==> src/sv/bfa_pkg.sv <==
package bfa_pkg;

  localparam int unsigned FUNC_W  = 2;
  localparam int unsigned INDEX_W = 8;
  localparam int unsigned DATA_W  = 32;
  localparam int unsigned TOTAL_W = 14;
  localparam int unsigned NUM_W   = 14;
  localparam int unsigned POS_W   = 6;

  typedef enum logic [FUNC_W-1:0] {
    FUNC_LOAD    = 2'd0,
    FUNC_SETFREE = 2'd1,
    FUNC_ALLOC   = 2'd2,
    FUNC_READ    = 2'd3
  } func_e;

  typedef struct packed {
    logic             found;
    logic [POS_W-1:0] pos;
  } scan_res_t;

endpackage

==> src/sv/bfa_scan_unit.sv <==
module bfa_scan_unit #(
  parameter int unsigned WORD_BITS = 32,
  parameter int unsigned LIM_W     = 14
) (
  input  logic [WORD_BITS-1:0] word_i,
  input  logic [LIM_W-1:0]     base_i,
  input  logic [LIM_W-1:0]     lim_i,
  output bfa_pkg::scan_res_t   res_o
);

  import bfa_pkg::*;

  logic [LIM_W-1:0]     remaining;
  logic [6:0]           cnt;
  logic [WORD_BITS-1:0] avail;

  assign remaining = lim_i - base_i;
  assign cnt = (remaining >= LIM_W'(WORD_BITS)) ? 7'(WORD_BITS) : 7'(remaining);

  always_comb begin
    for (int b = 0; b < WORD_BITS; b++) begin
      avail[b] = ~word_i[b] & (7'(b) < cnt);
    end
  end

  // Lowest clear bit among the bits that lie below the limit.
  always_comb begin
    res_o = '0;
    for (int b = WORD_BITS - 1; b >= 0; b--) begin
      if (avail[b]) begin
        res_o.found = 1'b1;
        res_o.pos   = POS_W'(b);
      end
    end
  end

endmodule

==> config.mk <==
export PLATFORM = sky130hd
export DESIGN_NAME = bfa_scan_unit
export DESIGN_NICKNAME = d
export VERILOG_FILES = /design/src/sv/bfa_pkg.sv /design/src/sv/bfa_scan_unit.sv
export SDC_FILE = /design/constraint.sdc
export NUM_CORES = 1
export LEC_CHECK = 0
export BUFFER_PORTS_ARGS = -buffer_cell sky130_fd_sc_hd__buf_2
export CAP_MARGIN = 40
export CORE_MARGIN = 2
export CORE_UTILIZATION = 45
export DETAILED_ROUTE_END_ITERATION = 7
export GPL_TIMING_DRIVEN = 1
export PLACE_DENSITY = 0.75
export SETUP_SLACK_MARGIN = 0.05
export SLEW_MARGIN = 10
export SYNTH_ARGS = -nofsm -noshare
export SYNTH_HDL_FRONTEND = slang
export SYNTH_SLANG_ARGS = --single-unit
==> constraint.sdc <==
create_clock -name vclk -period 5.29
set_input_delay 0.529 -clock vclk [all_inputs]
set_output_delay 0.529 -clock vclk [all_outputs]
set_load 0.01 [all_outputs]
==> flow_summary.toml <==
[power]
static-leakage-power_nw = 1.08
peakVddDrop_mv = 0.0770
finalPower_w = 0.000279
power_density_nw_per_um2 = 118

[critical_path]
crit_required_ns = 4.76
endpoint_kind = "output pin"
worst_setup_path_start_kind = "primary input"
arrival_ns = 4.49
worstSetupPathType = "primary input to output pin"
worstPathMaxFanout = 24

[finish]
antennaDiodeCount = 0
fin_nets = 433
final_cell_mix = "buf_2 (66), inv_1 (30), nor2_1 (27)"
register_area_um2 = 0
seq_cell_count = 0
drive_above_1_share_pct = 28.3
syn2layout_area_growth_pct = 16.9
final_util_pct = 54.5
num-clock-buffers = 0
fillers = 444
layout_commonest_cell = "buf_2"

[detailed_routing]
drt_iter0_drc = 239
wl_met1_um = 2810
via_per_inst = 6.13
wl_met3_um = 450
detail-route-antenna-nets = 0
vias = 2509
wl_um = 6030
top_layer = "met4"
drc = 0
wire_per_inst_um = 14.7
dr_wl_met2_um = 2750
drtPass1Iterations = 5

[global_routing]
grt_overflow = 0
grt_pass1_vias = 2135
track_usage_pct = 22.6
grt_pass1_wl_um = 9780
antenna_found_initial = 0
grt_start_max_net_pins = 25

[yosys]
synth_nets = 375
synth_top_area_share_pct = 8.02
synth.cell_area_um2 = 2030
synth.distinct_cells = 71
ys_top_cells_by_area = "ha_1 (8.0%), inv_1 (5.6%), a21oi_1 (5.4%)"
seq_area_frac_synth_pct = 0
yosys_warnings = 0
synth_cells = 301
syn_area_per_cell_um2 = 6.74
synth_area_leader_cell = "ha_1"

[place]
dp_hpwl_um = 4840
io_buffers = 66
finalWeightedCongestion = 0.985

[timing]
finalCritPeriodShare_pct = 94.9
max_clock_freq_mhz = 199
setup_viol = 0
hold-worst-slack_ns = 1.54
fin_setup_tns_ns = 0
fin_crit_ns = 5.02
maxSlewHeadroom_pct = 53.9
worst_slew_pin_slew_ns = 0.686
slew_viol_final = 0
finalHoldViolCount = 0
rsz0062_at_grt = "false"

[floorplan]
rows = 24
coreArea_um2 = 4350
die_width_um = 71.1
start_util_pct = 46.6
ios = 67
die_h_um = 71.1
die_area_um2 = 5060

[run]
maxCapViolCount = 0

[clock_network]
ctsHoldBuffers = 0
cts_setup_buffers = 0
cts_resized = 0

[run_status]
status = "finished clean"

[min_path]
hp-class = "primary input to output pin"
synth_stat cells (5+ instances only):
cell,count
o21ai_0,15
o41ai_1,6
inv_1,30
nor2_1,27
nor4_1,7
o41ai_2,5
a21oi_1,22
nor2b_1,5
buf_6,5
a211oi_1,5
a31oi_1,8
xor2_1,5
a21o_1,5
nand2_1,26
nor3_1,8
o21a_1,8
ha_1,13
clkbuf_1,7
worst max-delay path, cell delays in order:
cell	delay, ns
buf_2	0.09
inv_1	0.04
ha_1	0.15
inv_1	0.05
fa_1	0.45
a211oi_2	0.33
o21a_2	0.23
o211a_1	0.21
o2111ai_1	0.10
or4b_1	0.48
buf_4	0.25
or4_4	0.50
nor3_2	0.23
o21ai_0	0.22
nand4b_1	0.25
or2_1	0.22
buf_2	0.13
metal layers:
metal	vias to the layer above	GRT usage, %
met5	-	0
li1	1256	-
met4	0	1.89
met2	109	36.6
met3	2	2.28
met1	1142	33.6
power breakdown:
part | total (W) | internal (W) | switching, W
Sequential | 0 | 0 | 0
Clock | 0 | 0 | 0
Combinational | 0.000279 | 0.000102 | 0.000176
Total | 0.000279 | 0.000102 | 0.000176
path summary, 6_finish.rpt:
path	start	end	slack [ns]	cells after the start
worst max-delay path	lim_i[0]	res_o[6]	0.27	17
worst min-delay path	word_i[10]	res_o[0]	1.54	4
stage by stage:
| stage | setup WS, ns | std cells | cell area, um^2 |
|---|---|---|---|
| 3_5_place_dp | 0.255 | 409 | 2370 |
| 4_1_cts | 0.238 | 409 | 2370 |
| 2_1_floorplan | 0.966 | 301 | 2030 |
| 3_3_place_gp | 0.438 | 409 | 2370 |
| 6_report | 0.272 | 409 | 2370 |
| 5_1_grt | 0.0990 | 409 | 2370 |
cell type report:
cell class / instances / area (um^2) / area share, %
tap: 52 / 65.1 / 2.74
timing repair buffer: 73 / 383 / 16.1
inverter: 30 / 113 / 4.75
multi-input combinational: 254 / 1810 / 76.4
cell families (layout without fill, tap and decap cells):
group / count (synthesis) / count (layout) / share of synthesized area, %
simple gates: 111 / 111 / 30.6
buf+inv: 47 / 103 / 11.0
mux: 1 / 1 / 0.494
compound gates: 118 / 118 / 44.9
xor+xnor: 9 / 9 / 3.89
other cells: 1 / 1 / 0.185
fa+ha+maj: 14 / 14 / 9.01
(Power assumes the default switching activity.)
